`src/rtl/bbgb_pkg.sv`:
```
package bbgb_pkg;

  localparam int CW         = 32;  // coordinate width, signed Q16.16
  localparam int SCALE_W    = 32;  // unsigned Q16.16 scale
  localparam int FRAC_W     = 32;  // product bits dropped to reach a whole cell
  localparam int GRID_MAX   = 64;
  localparam int DIM_W      = 7;
  localparam int DIMS_W     = 3 * DIM_W;
  localparam int NXY_W      = 2 * DIM_W;
  localparam int ID_W       = 32;
  localparam int RAD_W      = 31;
  localparam int LO_W       = 6;
  localparam int HI_W       = 16;
  localparam int IDX_W      = 18;
  localparam int LO_MAX     = 63;
  localparam int HI_MIN     = -32768;
  localparam int FIFO_DEPTH = 4;
  localparam int ADDR_W     = 5;
  localparam int DATA_W     = 32;

  typedef enum logic [2:0] {
    REG_ORIGIN_X  = 3'd0,
    REG_ORIGIN_Y  = 3'd1,
    REG_ORIGIN_Z  = 3'd2,
    REG_SCALE_X   = 3'd3,
    REG_SCALE_Y   = 3'd4,
    REG_SCALE_Z   = 3'd5,
    REG_GRID_DIMS = 3'd6
  } reg_idx_e;

  // One box for the back end: bounds per axis, x in element 0.
  typedef struct packed {
    logic [ID_W-1:0]       id;
    logic [2:0][CW-1:0]    lo;
    logic [2:0][CW-1:0]    hi;
  } job_t;

  typedef struct packed {
    logic [2:0][CW-1:0]      origin;
    logic [2:0][SCALE_W-1:0] scale;
    logic [DIMS_W-1:0]       dims;
  } cfg_t;

  typedef struct packed {
    logic [ID_W-1:0]       id;
    logic [2:0][LO_W-1:0]  lo;
    logic [2:0][HI_W-1:0]  hi;
    logic [IDX_W-1:0]      first_index;
    logic                  empty;
  } res_t;

  // A packed count of zero counts as one; counts above the grid limit saturate.
  function automatic logic [DIM_W-1:0] dim_of(input logic [DIM_W-1:0] f);
    logic [DIM_W-1:0] n;
    n = f;
    if (n == '0) n = DIM_W'(1);
    if (n > DIM_W'(GRID_MAX)) n = DIM_W'(GRID_MAX);
    return n;
  endfunction

endpackage

```
`src/rtl/bbgb_front.sv`:
```
module bbgb_front import bbgb_pkg::*; (
  input  logic                clk_i,
  input  logic                rst_ni,
  input  logic                valid_i,
  output logic                ready_o,
  input  logic                sphere_i,
  input  logic                last_i,
  input  logic [ID_W-1:0]     id_i,
  input  logic [2:0][CW-1:0]  coord_i,
  input  logic [RAD_W-1:0]    radius_i,
  input  logic                full_i,
  output logic                push_o,
  output job_t                job_o
);

  logic               have_q, have_d;
  logic [2:0][CW-1:0] min_q, min_d, max_q, max_d;
  logic               acc;
  logic [CW:0]        rad_ext;
  logic [2:0][CW:0]   sum_lo, sum_hi;
  logic [2:0][CW-1:0] sat_lo, sat_hi;

  localparam logic [CW-1:0] C_MAX = {1'b0, {(CW-1){1'b1}}};
  localparam logic [CW-1:0] C_MIN = {1'b1, {(CW-1){1'b0}}};

  always_comb begin
    acc     = valid_i & ~full_i;
    rad_ext = (CW+1)'(radius_i);
    have_d  = have_q;
    for (int a = 0; a < 3; a++) begin
      // The first vertex of a box sets both bounds.
      min_d[a] = (!have_q || $signed(coord_i[a]) < $signed(min_q[a])) ? coord_i[a] : min_q[a];
      max_d[a] = (!have_q || $signed(coord_i[a]) > $signed(max_q[a])) ? coord_i[a] : max_q[a];
      sum_lo[a] = {coord_i[a][CW-1], coord_i[a]} - rad_ext;
      sum_hi[a] = {coord_i[a][CW-1], coord_i[a]} + rad_ext;
      // A carry out that differs from the sign bit means the bound left the range.
      if (sum_lo[a][CW] != sum_lo[a][CW-1]) begin
        sat_lo[a] = sum_lo[a][CW] ? C_MIN : C_MAX;
      end else begin
        sat_lo[a] = sum_lo[a][CW-1:0];
      end
      if (sum_hi[a][CW] != sum_hi[a][CW-1]) begin
        sat_hi[a] = sum_hi[a][CW] ? C_MIN : C_MAX;
      end else begin
        sat_hi[a] = sum_hi[a][CW-1:0];
      end
    end
    if (acc && !sphere_i) begin
      have_d = ~last_i;
    end
    job_o.id = id_i;
    job_o.lo = sphere_i ? sat_lo : min_d;
    job_o.hi = sphere_i ? sat_hi : max_d;
    push_o   = acc & (sphere_i | last_i);
  end

  assign ready_o = ~full_i;

  always_ff @(posedge clk_i or negedge rst_ni) begin
    if (!rst_ni) begin
      have_q <= 1'b0;
    end else begin
      have_q <= have_d;
    end
  end

  always_ff @(posedge clk_i) begin
    if (acc && !sphere_i) begin
      min_q <= min_d;
      max_q <= max_d;
    end
  end

endmodule

```
`config.mk`:
```
export PLATFORM = sky130hd
export DESIGN_NAME = bbgb_front
export DESIGN_NICKNAME = d
export VERILOG_FILES = /design/src/rtl/bbgb_pkg.sv /design/src/rtl/bbgb_front.sv
export SDC_FILE = /design/constraint.sdc
export NUM_CORES = 1
export LEC_CHECK = 0
export BUFFER_PORTS_ARGS = -buffer_cell sky130_fd_sc_hd__clkbuf_2
export CAP_MARGIN = 20
export CORE_MARGIN = 8
export CORE_UTILIZATION = 50
export DETAILED_ROUTE_END_ITERATION = 10
export GPL_ROUTABILITY_DRIVEN = 0
export PLACE_DENSITY = 0.72
export SKIP_LAST_GASP = 1
export SLEW_MARGIN = 20
export SYNTH_ARGS = -nofsm -noshare
export SYNTH_HDL_FRONTEND = slang
export SYNTH_SLANG_ARGS = --single-unit
```
`constraint.sdc`:
```
create_clock -name clk_i -period 5.95 [get_ports clk_i]
set_clock_uncertainty 0.2 [all_clocks]
set_input_delay 0.595 -clock clk_i [delete_from_list [all_inputs] [get_ports clk_i]]
set_output_delay 0.595 -clock clk_i [all_outputs]
set_load 0.01 [all_outputs]
```
Word level (Yosys, flattened, before mapping)
Cells that the tools add are included.
- flip-flop bits (word level): 193
- output and inout port bits: 226
- $add $sub $neg: 6
- magnitude comparators: 6
- equal/unequal tests: 6
- multiplexer cells: 20
- bitwise logic cells: 5
- reduce and logical (&&, ||, !) cells: 9
- operators with widths (operator ; number):
    32-bit two-way mux ; 18
    96-bit two-way mux ; 2
    32-bit by 32-bit adder with 33-bit output ; 3
    32-bit by 32-bit subtractor with 33-bit output ; 3
    32-bit > comparator ; 3
    32-bit less-than comparator ; 3
    1-bit logical OR ; 6
    1-bit inequality test ; 6
    1-bit AND ; 2
    1-bit logical NOT ; 2
    1-bit NOT ; 2
    1-bit logical AND ; 1
    1-bit bitwise OR ; 1

Logic depth before layout (Yosys ltp)
- depth after elaboration: 4
- mapped depth: 20

Worst setup path before layout
Ideal clock, no wire load.
- kind: input-to-reg
- from: in sphere_i
- to: reg have_q
- arrival time: 9443 ps
- path slack: -4163 ps
- stages: 4
- path buffers: 2
- cell sequence: clkbuf_1 > clkbuf_1 > nor2_1 > a21oi_1
- longest elaborated chain between the ends: 2
- RTL lines (what ; RTL line ; text):
    start: declaration ; bbgb_front.sv:6 ; input logic sphere_i,
    1-bit logical NOT ; bbgb_front.sv:48 ; if (acc && !sphere_i) begin
    1-bit logical AND ; bbgb_front.sv:48 ;
    end signal: assignment ; bbgb_front.sv:63 ; have_q <= have_d;
    end: declaration ; bbgb_front.sv:16 ; logic have_q, have_d;
No other way between the ends.
A chain may end at the register's enable or synchronous reset.

==> metrics.md <==
| Metric | Value |
|---|---|
| CP Max Fanout | 8 |
| Number of max-cap violations | 0 |
| Crit. Startpoint | coord_i[4] |
| Avg Cell Area, Syn | 8.03 um2 |
| Worst Tran Pin Value | 0.799 ns |
| Slew Viols, Final | 0 |
| Area of the multi-input gates | 17,900 um2 |
| CP arrival | 5.05 ns |
| Area of the die | 58,700 um2 |
| Port buffer count | 326 |
| Initial antenna violation count | 6 |
| Final setup margin | 0.108 ns |
| Commonest non-fill, non-tap cell in the layout | ha_1 |
| Share of flip-flops with an asynchronous set or reset | 0.518% |
| Initial Util | 50.2% |
| Top FF cell, synth | edfxtp_1 |
| Max clock buf depth | 2 |
| IO Count | 391 |
| Final-stage net count | 3,995 |
| First-pass GRT wire length | 138,000 um |
| H-tree depth | 4 |
| Clk_lat worst skew | 0.51 ns |
| Rel. slew slack | 46.7% |
| HP Class | in -> reg |
| Clk slew on worst S/H paths | 0.07 ns |
| FF/Latch Area | 5790 um2 |
| CP max stage cell | or4_4 |
| Layout Area Growth over Synthesis | 11.9% |
| CTS tree | built |
| Buf/Inv on CP | 4 |
| Routed Antenna Nets | 0 |
| Design Power | 5.97 mW |
| CP startpoint kind | primary input |
| CP endpoint | job_o[3] |
| VDD IR max | 0.238 mV |
| WS Path Type | in -> out |
| Synth area leaders | edfxtp_1 23%, ha_1 19%, a21oi_1 7.1%, mux2_2 6.8%, nor2_1 5.5% |
| Layout cell share with drive strength beyond 1 | 18.4% |
| Clk sink count | 193 |
| FF-to-FF path depth | 12 |
| Mapped Nets | 3,746 |
| Total wire length | 91,000 um |
| Worst flop-to-flop path endpoint | min_q[67] |
| Synth Area in Compound Gates | 23.0% |
| Residual DRC count | 0 |
| Pre-CTS WS | -0.0614 ns |
| Share of the yosys chip area belonging to registers | 22.6% |
| Top delay family on crit path | compound AO/OA/AOI/OAI gates |
| Design area | 28,700 um2 |
| Largest net degree at the start of global routing | 138 |
| Main combinational cell family by area after synthesis | compound AO/OA/AOI/OAI gates |
| CP peak stage delay | 0.55 ns |
| Die X-Extent | 242 um |
| GRT Total Usage | 29.7% |
| Critical-path cell list | clkbuf_2 > ha_1 > or4_4 > o211ai_2 > nand3_1 > and2_4 > a41o_1 > o31a_1 > a311oi_2 > nor4_1 > a211o_1 > xor2_2 > ha_1 > clkinv_1 > buf_4 > o21ai_0 > nand2_1 > a21oi_1 > clkbuf_2 |
| PwrDens | 208 nW/um2 |
| Tcrit/Tclk final | 98.2% |
| YS warnings | 0 |
| Drt wl/cell | 22.0 um |
| Mapped Area | 25,600 um2 |
| Vias | 24,908 |
| Vias per Instance | 6.03 |
| Reg2reg setup slack | 2.07 ns |
| # fillers | 4,734 |
| Number of distinct library cells after synthesis | 89 |
| Number of detailed-route iterations in the first pass | 5 |
| RSZ-0062 raised after global routing | yes |
| Post-DP HPWL | 73,200 um |
| Leakage | 13.3 nW |
| TritonCTS Buffers | 17 |
| Dpl cell area | 28,000 um2 |
| Vias in the first global route | 23,642 |
| RR Startpoint | min_q[69] |
| Status | finished clean |
| Final setup TNS | 0 ns |
| GRT overflow | 0 |
| Core Rows | 83 |
| Share of the synthesized area in the top cell type | 22.5% |
| Crit path required time | 5.16 ns |
| Peak Freq | 0.171 GHz |
| Commonest cells after routing, fill and taps aside | 380 x ha_1, 373 x nor2_1, 361 x a21oi_1, 330 x inv_1, 325 x clkbuf_2 |
| Synth area leader | edfxtp_1 |
| Minimum clock period | 5.84 ns |
| Syn Inst Count | 3,192 |
| Core box area | 51,000 um2 |
| Die H | 242 um |
| Buffer type at the clock tree root | clkbuf_16 |
| Yosys reg bits | 193 |
| Setup-failing EPs final | 0 |
| Post-synth EDFFs | 192 |
| Hold Fails Final Rpt | 0 |
| DR iter-0 viols | 2,772 |
| Post-Synth Simple-Gate Area | 14.6% |
| Crit end category | output pin |
| Post-synthesis mux area share | 7.04% |
| Synth Area in Adders | 19.2% |
| Levels on crit path | 19 |
| XOR/XNOR Fraction of Synth Area | 5.40% |
[worst register-to-register path: cells and delay by family (launching register included)]
| family | cells | cell delay [ns] |
|---|---|---|
| compound gates | 6 | 1.27 |
| buf+inv | 2 | 0.50 |
| simple gates | 2 | 0.59 |
| flops | 1 | 0.38 |
| fa+ha+maj | 1 | 0.25 |
| mux | 1 | 0.43 |
[power by group]
part | internal (mW) | switching, mW | leakage (nW) | total [mW]
clock network | 0.660 | 0.593 | 0.280 | 1.25
registers | 1.59 | 0.0211 | 1.78 | 1.61
logic | 1.18 | 1.93 | 11.3 | 3.11
[layer usage]
layer	track usage (%)	share of wire, %	wire length (um)
met1	39.5	42	38300
met2	45.5	43	39300
met3	6.47	9.8	8940
met4	13.7	4.9	4420
met5	0	0.075	68
[synthesized netlist by cell type (all sizes together) (7+ instances only)]
library cell,count
ha,383
nor2,374
a21oi,367
inv,333
o21ai,198
edfxtp,192
nand2,180
mux2,154
xnor2,131
clkbuf,91
a21o,89
buf,84
nand4,46
a31oi,44
nand3,44
nor3,42
nand2b,39
o21bai,36
nor2b,30
a211oi,29
xor2,27
o31ai,24
o21a,23
o211ai,20
o22a,18
or3,15
and3,14
nor4,12
and2,10
a2111oi,9
a221oi,8
o41ai,8
mux2i,7
or2,7
[flip-flops by register name, summed over array words and instances, names as in the netlist]
| signal | count |
|---|---|
| have_q | 1 |
| max_q | 96 |
| min_q | 96 |
[stage by stage]
step                      hold slack (ns)  cells  util [%]
after global routing               0.0759   4133      56.2
final                              0.0731   4134      56.3
after detailed placement            0.177   4097      54.8
after floorplan                    0.0994   3192         -
after CTS                          0.0370   4129      56.0
after global placement              0.175   4097      54.8
[kinds of logic after synthesis]
kind of cell / count (synthesis)
xor+xnor: 158
buf+inv: 512
flops: 193
simple gates: 829
fa+ha+maj: 389
mux: 161
compound gates: 950
[area by class of cell]
class / instances / area share, %
multi-input cells: 2487 / 62.3
flip-flops and latches: 193 / 20.2
repair buffers: 405 / 8.07
inverters: 337 / 4.42
well taps: 680 / 2.97
clock buffers: 19 / 1.51
clock inverters: 12 / 0.550
diodes: 1 / 0.00872
[worst min path at each step]
stage / startpoint / end / cells after the start
after detailed placement: rst_ni / have_q / 1
final: last_i / have_q / 2
after CTS: last_i / have_q / 2
after floorplan: rst_ni / have_q / 0
after global placement: rst_ni / have_q / 1
after global routing: last_i / have_q / 2
[repair_timing]
action,4_1_cts,5_1_grt
pin swaps,0,6
gates resized for setup,2,26
endpoints found under the hold margin,1,0
hold buffers,1,0
endpoints found under the setup margin,17,89
setup buffers,0,4
No activity file was read; power rests on OpenSTA's default activity.
