### src/rtl/bbgb_pkg.sv
package bbgb_pkg;

  localparam int CW         = 32;  // coordinate width, signed Q16.16
  localparam int SCALE_W    = 32;  // unsigned Q16.16 scale
  localparam int FRAC_W     = 32;  // product bits dropped to reach a whole cell
  localparam int GRID_MAX   = 64;
  localparam int DIM_W      = 7;
  localparam int DIMS_W     = 3 * DIM_W;
  localparam int NXY_W      = 2 * DIM_W;
  localparam int ID_W       = 32;
  localparam int RAD_W      = 31;
  localparam int LO_W       = 6;
  localparam int HI_W       = 16;
  localparam int IDX_W      = 18;
  localparam int LO_MAX     = 63;
  localparam int HI_MIN     = -32768;
  localparam int FIFO_DEPTH = 4;
  localparam int ADDR_W     = 5;
  localparam int DATA_W     = 32;

  typedef enum logic [2:0] {
    REG_ORIGIN_X  = 3'd0,
    REG_ORIGIN_Y  = 3'd1,
    REG_ORIGIN_Z  = 3'd2,
    REG_SCALE_X   = 3'd3,
    REG_SCALE_Y   = 3'd4,
    REG_SCALE_Z   = 3'd5,
    REG_GRID_DIMS = 3'd6
  } reg_idx_e;

  // One box for the back end: bounds per axis, x in element 0.
  typedef struct packed {
    logic [ID_W-1:0]       id;
    logic [2:0][CW-1:0]    lo;
    logic [2:0][CW-1:0]    hi;
  } job_t;

  typedef struct packed {
    logic [2:0][CW-1:0]      origin;
    logic [2:0][SCALE_W-1:0] scale;
    logic [DIMS_W-1:0]       dims;
  } cfg_t;

  typedef struct packed {
    logic [ID_W-1:0]       id;
    logic [2:0][LO_W-1:0]  lo;
    logic [2:0][HI_W-1:0]  hi;
    logic [IDX_W-1:0]      first_index;
    logic                  empty;
  } res_t;

  // A packed count of zero counts as one; counts above the grid limit saturate.
  function automatic logic [DIM_W-1:0] dim_of(input logic [DIM_W-1:0] f);
    logic [DIM_W-1:0] n;
    n = f;
    if (n == '0) n = DIM_W'(1);
    if (n > DIM_W'(GRID_MAX)) n = DIM_W'(GRID_MAX);
    return n;
  endfunction

endpackage

### src/rtl/bbgb_fifo.sv
module bbgb_fifo import bbgb_pkg::*; (
  input  logic clk_i,
  input  logic rst_ni,
  input  logic push_i,
  input  job_t data_i,
  output logic full_o,
  input  logic pop_i,
  output job_t data_o,
  output logic empty_o
);

  localparam int PTR_W = $clog2(FIFO_DEPTH);

  job_t             mem_q [FIFO_DEPTH];
  logic [PTR_W-1:0] wr_q, wr_d, rd_q, rd_d;
  logic [PTR_W:0]   cnt_q, cnt_d;

  always_comb begin
    wr_d  = push_i ? wr_q + PTR_W'(1) : wr_q;
    rd_d  = pop_i ? rd_q + PTR_W'(1) : rd_q;
    cnt_d = cnt_q + (PTR_W+1)'(push_i) - (PTR_W+1)'(pop_i);
  end

  assign full_o  = (cnt_q == (PTR_W+1)'(FIFO_DEPTH));
  assign empty_o = (cnt_q == '0);
  assign data_o  = mem_q[rd_q];

  always_ff @(posedge clk_i or negedge rst_ni) begin
    if (!rst_ni) begin
      wr_q  <= '0;
      rd_q  <= '0;
      cnt_q <= '0;
    end else begin
      wr_q  <= wr_d;
      rd_q  <= rd_d;
      cnt_q <= cnt_d;
    end
  end

  always_ff @(posedge clk_i) begin
    if (push_i) begin
      mem_q[wr_q] <= data_i;
    end
  end

endmodule

### config.mk
export PLATFORM = sky130hd
export DESIGN_NAME = bbgb_fifo
export DESIGN_NICKNAME = d
export VERILOG_FILES = /design/src/rtl/bbgb_pkg.sv /design/src/rtl/bbgb_fifo.sv
export SDC_FILE = /design/constraint.sdc
export NUM_CORES = 1
export LEC_CHECK = 0
export ABC_AREA = 1
export BUFFER_PORTS_ARGS = -buffer_cell sky130_fd_sc_hd__buf_2
export CAP_MARGIN = 40
export CORE_UTILIZATION = 45
export DETAILED_ROUTE_END_ITERATION = 10
export PLACE_DENSITY = 0.7
export SYNTH_ARGS = -nofsm -noshare
export SYNTH_HDL_FRONTEND = slang
export SYNTH_SLANG_ARGS = --single-unit
export TNS_END_PERCENT = 100
### constraint.sdc
create_clock -name clk_i -period 7.35 [get_ports clk_i]
set_input_delay 0.735 -clock clk_i [delete_from_list [all_inputs] [get_ports clk_i]]
set_output_delay 0.735 -clock clk_i [all_outputs]
set_load 0.1 [all_outputs]
Word-level counts from Yosys, hierarchy flattened
Memories as Yosys holds them, arrays and structs flattened.
Cells that the tools add are included.
{"block": "word_totals", "regBits": 7, "latchBits": 0, "ram_bits": 896, "rom_bits": 0, "input_bits": 228, "out_inout_bits": 226, "wordCells": 12, "mem_count": 1}
{"name": "mem_q", "depth": 4, "word_bits": 224, "read_ports": 1, "rd_ports_with_merged_regs": 0, "wr": 1, "line_no": "bbgb_fifo.sv:14", "rtl": "job_t mem_q [FIFO_DEPTH];"}
{"block": "op_classes", "addsub": 4, "n_mul": 0, "div": 0, "n_lt_le_gt_ge": 0, "n_eq_ne": 1, "shift": 0, "muxes": 2, "bitwise": 0, "n_reduce_logical": 1}
{"cell": "$add 2x1->2 const B", "n": 2}
{"cell": "$add 3x1->3", "n": 1}
{"cell": "$eq 3x3->1 const B", "n": 1}
{"cell": "$logic_not 3->1", "n": 1}
{"cell": "$sub 3x1->3", "n": 1}
{"cell": "$mux 1", "n": 2}

Longest topological paths before layout
Gate-level depths: netlist (run 1).
{"block": "depth", "word_depth": 2, "mapped_depth": 10, "ltp_nobuf": 10}

Least setup slack after synthesis (run 1)
OpenSTA, ideal clock, no wires.
{"block": "synth_path", "kind": "input-to-reg", "from": "input port push_i", "to": "memory mem_q[0][0] (netlist name), enable pin", "setup_time_ns": 0.576, "arrival_time_ns": 5.353, "t_required_ns": 6.774, "slack_ns": 1.421, "cell_stages": 3, "path_buffers": 1, "cell_sequence": "clkbuf_1 > nand2_1 > inv_1"}
{"block": "synth_via", "elab_chain_len": 2}
{"element": "from (decl)", "line_no": "bbgb_fifo.sv:4", "rtl": "input logic push_i,"}
{"element": "$mux 1", "line_no": "bbgb_fifo.sv:41", "rtl": "if (push_i) begin"}
{"element": "$mux 1 (not written as such)", "line_no": "bbgb_fifo.sv:42", "rtl": "mem_q[wr_q] <= data_i;"}
{"element": "to (decl)", "line_no": "bbgb_fifo.sv:14"}
Every way passes these cells.

==> impl_metrics.ini, run 1 <==
[yosys]
ys_ff_latch = 903
synth_most_common_cell = nand2_1
syn-cell-area_sq_um = 38000
synth_nets = 3790
synth_cells = 3555
synth_top_area_cell = edfxtp_1
synth_edf_count = 896
yosysUniqueCellTypes = 16
yosysWarnings = 0
seq_area_frac_synth_pct = 71.2
syn_area_per_cell_sq_um = 10.7
synthArstFlopShare_pct = 0.775
synthTopCellsByArea = edfxtp_1 71%, nand2_1 11%, inv_1 9.0%, nand3_1 5.9%, buf_2 0.99%
netlist.area_leader.share_pct = 70.8
synthTopCellsByCount = 1,131 x nand2_1, 908 x inv_1, 896 x edfxtp_1, 449 x nand3_1, 75 x buf_2
synth-main-ff-cell = edfxtp_1

[clock_network]
cts_buffers = 94
cts_tree = yes
clock_sinks = 903
post_cts_buffers = 0
cts_root_buffer = clkbuf_16
post_cts_resize_count = 0
cts.clk_slew.worst_paths_ns = 0.06
postCtsHoldBufs = 1
clk_path_buf_depth = 3
htreeDepth = 3
insertion_delay_ns = 0.63

[drt]
vias_per_cell = 4.64
drt_iter0_markers = 1232
drc = 0
drt_pre_antenna_iters = 5
wl_mm = 82.2
ant_nets = 0
wire_per_inst_um = 15.8
via_count = 24100

[floorplanning]
start_util_pct = 45.4
die_w_um = 293
dieArea_sq_um = 85600
num_io_pins = 454
rows = 106
core_sq_um = 83700
die_h_um = 293

[critical_path]
path_buf_inv = 4
start_kind = flop
crit_chain = buf_12, buf_4, buf_16, nand2_1, nand3_1, nand2_1, buf_2
crit_arrival_ns = 3.89
critical_path.max_fanout = 220
critPathSlowestCell = dfrtp_4
max_stage_delay_ns = 0.82
timing.rr.end = mem_q[0][99]
crit_family = buffers and inverters
reg2reg_from = wr_q[0]
worstPathRequired_ns = 6.61
r2r_slack_ns = 4.72
crit_top_cell = nand2_1
worst-setup-path-type = flop to output pin
end_kind = output pin
reg2reg_depth = 5
cp-startpoint = rd_q[0]

[run]
cap_violations = 0

[final_layout]
area_growth_pct = 17.1
fillers = 6982
fin_nets = 4224
drive_gt1_share_pct = 15.5

[global_routing]
grt-ovfl-total = 0
grt_use_total_pct = 18.9
grt_pass1_wl_mm = 125
antenna_found_initial = 28
grt_pass1_vias = 23300
grt_max_degree = 242

[worst_hold_path]
hold_end = mem_q[3][209]
holdCritPathClass = primary input to flop
hold_start = data_i[209]
hold_depth = 1

[timing]
finalSetupViolations = 0
period_needed_ns = 4.63
slew-limit-headroom_pct = 20.9
finalClockSkew_ns = 0.0201
rsz0062_at_grt = no
finalHoldViolCount = 0
fmax_mhz = 216
tightest_slew_ns = 1.19
tns_ns = 0
period_share_pct = 62.9
maxSlewViolCount = 0

[placement]
post-dp-hpwl_mm = 47.3
io_buffer_count = 453
routabilityCongestion = 0.742

[status]
status = finished, final reports clean
==> worst max-delay path by stage <==
stage / endpoint / cells past startpoint / slack (ns)
2_1_floorplan: mem_q[0][0] / 3 / 1.42
3_3_place_gp: data_o[94] / 6 / 3.28
3_5_place_dp: data_o[161] / 7 / 3.51
4_1_cts: data_o[152] / 7 / 2.79
5_1_grt: data_o[157] / 7 / 2.58
6_report: data_o[184] / 7 / 2.72
==> stage by stage <==
| step | area, sq um | setup WS (ns) | utilization (%) | hold WS [ns] | instances |
|---|---|---|---|---|---|
| 4_1_cts | 44400 | 2.79 | 53.1 | 0.247 | 5194 |
| 3_3_place_gp | 41100 | 3.28 | 49.1 | 0.520 | 5013 |
| 5_1_grt | 44500 | 2.58 | 53.2 | 0.264 | 5206 |
| 3_5_place_dp | 41400 | 3.51 | 49.4 | 0.521 | 5025 |
| 6_report | 44500 | 2.72 | 53.2 | 0.304 | 5210 |
| 2_1_floorplan | 38000 | 1.42 | - | 0.439 | 3555 |
==> final cells by class <==
cell class	count	area, sq um	area share (%)
Antenna cell	15	37.5	0.0843
Clock buffer	112	2480	5.58
Clock inverter	56	573	1.29
Inverter	910	3470	7.80
Multi-Input combinational cell	1593	6630	14.9
Sequential cell	903	27100	60.9
Tap cell	1134	1420	3.19
Timing Repair Buffer	487	2810	6.31
==> layer usage <==
layer	share of wire, %	GRT usage [%]	up-vias
met1	40	22.2	11400
met5	0.24	0	-
met3	6.1	4.25	184
met4	3.3	8.29	30
met2	51	33.1	574
li1	-	-	12000
==> sequential cells by signal, indices dropped and copies added (netlist names) <==
name and flops:
mem_q 896, cnt_q 3, rd_q 2, wr_q 2
==> cell usage in the layout, fill, tap and decap left out, drive strengths merged <==
master | synthesis | final
nand2 | 1131 | 1131
inv | 910 | 914
edfxtp | 896 | 896
buf | 134 | 486
nand3 | 449 | 449
clkbuf | 15 | 112
clkinv | 0 | 41
diode | 0 | 15
bufinv | 0 | 9
dfrtp | 7 | 7
ha | 6 | 6
xor2 | 3 | 3
nor3 | 2 | 2
clkinvlp | 0 | 2
o21ai | 1 | 1
fa | 1 | 1
dlygate4sd3 | 0 | 1
==> cell families (layout without fill, tap and decap cells) <==
logic type | after synthesis | count (layout) | share of synthesized area [%]
flip-flops | 903 | 903 | 71.2
AO/OA/AOI/OAI | 1 | 1 | 0.0132
other | 0 | 15 | 0
adder cells (fa/ha/maj) | 7 | 7 | 0.250
XOR/XNOR | 3 | 3 | 0.0691
AND/OR/NAND/NOR | 1582 | 1582 | 17.1
buffers and inverters | 1059 | 1565 | 11.3
Power of run 1 is not shown: default switching activity piles up to over one toggle a cycle in this logic, so the estimate is an artifact.
==> inputs of run 2 (changes only) <==
--- a/config.mk
+++ b/config.mk
@@ -5,12 +5,12 @@
 export SDC_FILE = /design/constraint.sdc
 export NUM_CORES = 1
 export LEC_CHECK = 0
-export ABC_AREA = 1
+export ABC_AREA = 0
 export BUFFER_PORTS_ARGS = -buffer_cell sky130_fd_sc_hd__buf_2
 export CAP_MARGIN = 40
 export CORE_UTILIZATION = 45
 export DETAILED_ROUTE_END_ITERATION = 10
-export PLACE_DENSITY = 0.7
+export PLACE_DENSITY = 0.74
 export SYNTH_ARGS = -nofsm -noshare
 export SYNTH_HDL_FRONTEND = slang
 export SYNTH_SLANG_ARGS = --single-unit
==> constraint.sdc (replaced) <==
create_clock -name clk_i -period 4.01 [get_ports clk_i]
set_input_delay 0.401 -clock clk_i [delete_from_list [all_inputs] [get_ports clk_i]]
set_output_delay 0.401 -clock clk_i [all_outputs]
set_load 0.1 [all_outputs]
==> run 2 against run 1 <==
Register-to-register slack lost 2.9 ns. Global-route usage about the same. Utilization rose by 4.9 points. Non-clock buffer count is 250 higher. Synthesized cell count down 66%. Final area decreased by 6.4%. Critical path depth fell by 4. Worst hold slack worse by 0.23 ns. Worst setup slack got worse by 2.0 ns. Clock skew up 0.0093 ns.
==> impl_metrics.ini, run 2 <==
[critical_path]
worst-setup-path-type = flop to output pin
start_kind = flop
end_kind = output pin
reg2reg_from = wr_q[0]
worstPathRequired_ns = 3.61
max_stage_delay_ns = 0.88
critical_path.max_fanout = 30
cp-startpoint = rd_q[0]
crit_chain = buf_4, mux4_2, buf_2
crit_arrival_ns = 2.87
critPathSlowestCell = dfrtp_4
path_buf_inv = 2
crit_family = flip-flops

[final_layout]
area_growth_pct = 27.4
regArea_sq_um = 27100
final_common_cell = edfxtp_1
mostFrequentLayoutCells = 896 x edfxtp_1, 453 x buf_2, 226 x dlygate4sd3_1
drive_gt1_share_pct = 42.3
fillers = 5020
fin_util_pct = 58.1
largest_reg_flops = 896
largest_registers = mem_q: 896 flops, cnt_q: 3 flops
fin_nets = 2218
multiInputGateArea_sq_um = 5240
regMostFlops = mem_q

[placement]
post-dp-hpwl_mm = 42.1
post-place-ws_ns = 1.33
io_buffer_count = 453
routabilityCongestion = 0.769

[yosys]
synthTopCellsByCount = 896 x edfxtp_1, 224 x mux4_2, 26 x buf_2, 17 x buf_6, 7 x dfrtp_1
yosysUniqueCellTypes = 17
syn_area_per_cell_sq_um = 27.1
synthTopCellsByArea = edfxtp_1 82%, mux4_2 15%, buf_6 0.59%, dfrtp_1 0.54%, buf_2 0.40%
synth_top_area_cell = edfxtp_1
ys_ff_latch = 903
syn-cell-area_sq_um = 32700
synth_edf_count = 896
synth_most_common_cell = edfxtp_1
seq_area_frac_synth_pct = 82.8
netlist.area_leader.share_pct = 82.3
yosysWarnings = 0
synth_cells = 1204
synth_nets = 1439
synth-main-ff-cell = edfxtp_1
synthArstFlopShare_pct = 0.775

[floorplanning]
start_util_pct = 45.6
rows = 98
core_sq_um = 71700
die_h_um = 272
dieArea_sq_um = 73700
die_w_um = 272
num_io_pins = 454

[timing]
tns_ns = 0
finalHoldViolCount = 0
period_share_pct = 81.5
period_needed_ns = 3.27
slew-limit-headroom_pct = 52.0
maxSlewViolCount = 0
finalClockSkew_ns = 0.0294
finalSetupViolations = 0
fmax_mhz = 306
setup_ws_ns = 0.741
rsz0062_at_grt = no
tightest_slew_ns = 0.721

[worst_hold_path]
holdCritPathClass = primary input to flop
hold_start = push_i

[clock_network]
cts_root_buffer = clkbuf_16
clock_sinks = 903
cts.clk_slew.worst_paths_ns = 0.06
clk_path_buf_depth = 3
htreeDepth = 3
post_cts_resize_count = 0
insertion_delay_ns = 0.62
cts_tree = yes
post_cts_buffers = 0
cts_buffers = 90

[drt]
ant_nets = 0
vias_per_cell = 5.22
drt_pre_antenna_iters = 5
wire_per_inst_um = 23.0
via_count = 15700
drc = 0
drt_iter0_markers = 1155
wl_mm = 69.3

[global_routing]
antenna_found_initial = 6
grt_use_met3_pct = 5.08
use_met2_pct = 31.9
grt_pass1_vias = 17300
grt-ovfl-total = 0
grt_max_degree = 69
grt_use_total_pct = 18.9
grt.busiest_layer = met2
grt_use_met1_pct = 23.7
grt_pass1_wl_mm = 104

[run]
cap_violations = 0

[status]
status = finished, final reports clean
## run 2: final timing paths
kind                                       to  slack, ns  cells past startpoint
worst max-delay path              data_o[155]       0.74                      3
worst min-delay path                  wr_q[0]       0.08                      2
worst max register to register  mem_q[2][136]       1.86                      4
worst min register to register        wr_q[0]       0.54                      1
max in group asynchronous             rd_q[1]       3.67                      2
min in group asynchronous            cnt_q[2]       0.16                      2
## run 2: metrics by stage
stage               hold slack [ns]  instance area, sq um  std cells
floorplan                     0.105                 32700       1204
detailed placement            0.246                 36400       2615
CTS                          0.0185                 41600       3005
global placement              0.239                 36400       2613
finish                       0.0764                 41700       3011
global route                 0.0619                 41700       3010
## run 2: area by class of cell
cell class                      count  share of cell area (%)
Clock buffer                      110                    5.64
Antenna cell                        6                  0.0360
Sequential cell                   903                    65.0
Multi-Input combinational cell    245                    12.6
Clock inverter                     54                    1.41
Inverter                            6                  0.0541
Tap cell                          950                    2.85
Timing Repair Buffer              737                    12.4
## run 2: cells by family (layout without fill, tap and decap cells)
group / Yosys count / in the layout / share of synthesized area (%)
DFF: 903 / 903 / 82.8
muxes: 224 / 224 / 15.4
buffers and inverters: 56 / 907 / 1.14
and+or+nand+nor: 8 / 8 / 0.134
adders and majority gates: 7 / 7 / 0.291
xor gates and xnor gates: 5 / 5 / 0.134
AOI/OAI and AO/OA: 1 / 1 / 0.0153
other: 0 / 6 / 0
## run 2: per-layer routing
layer	vias up	wire length [um]	part of all wire [%]
li1	6828	-	-
met1	8178	26500	38
met2	595	35900	52
met3	122	4980	7.2
met4	2	1930	2.8
met5	-	8	0.012
## run 2: worst register-to-register path, delay by kind of cell, from the launching register on
kind | cells | cell delay, ns
fa+ha+maj | 1 | 0.15
flops | 1 | 0.42
buf+inv | 2 | 0.55
simple gates | 1 | 0.59
## run 2: timing repair
item	CTS	global route
hold endpoints to repair	904	0
hold buffers	226	0
setup endpoints to repair	0	0
Power of run 2 is left out for the same reason.
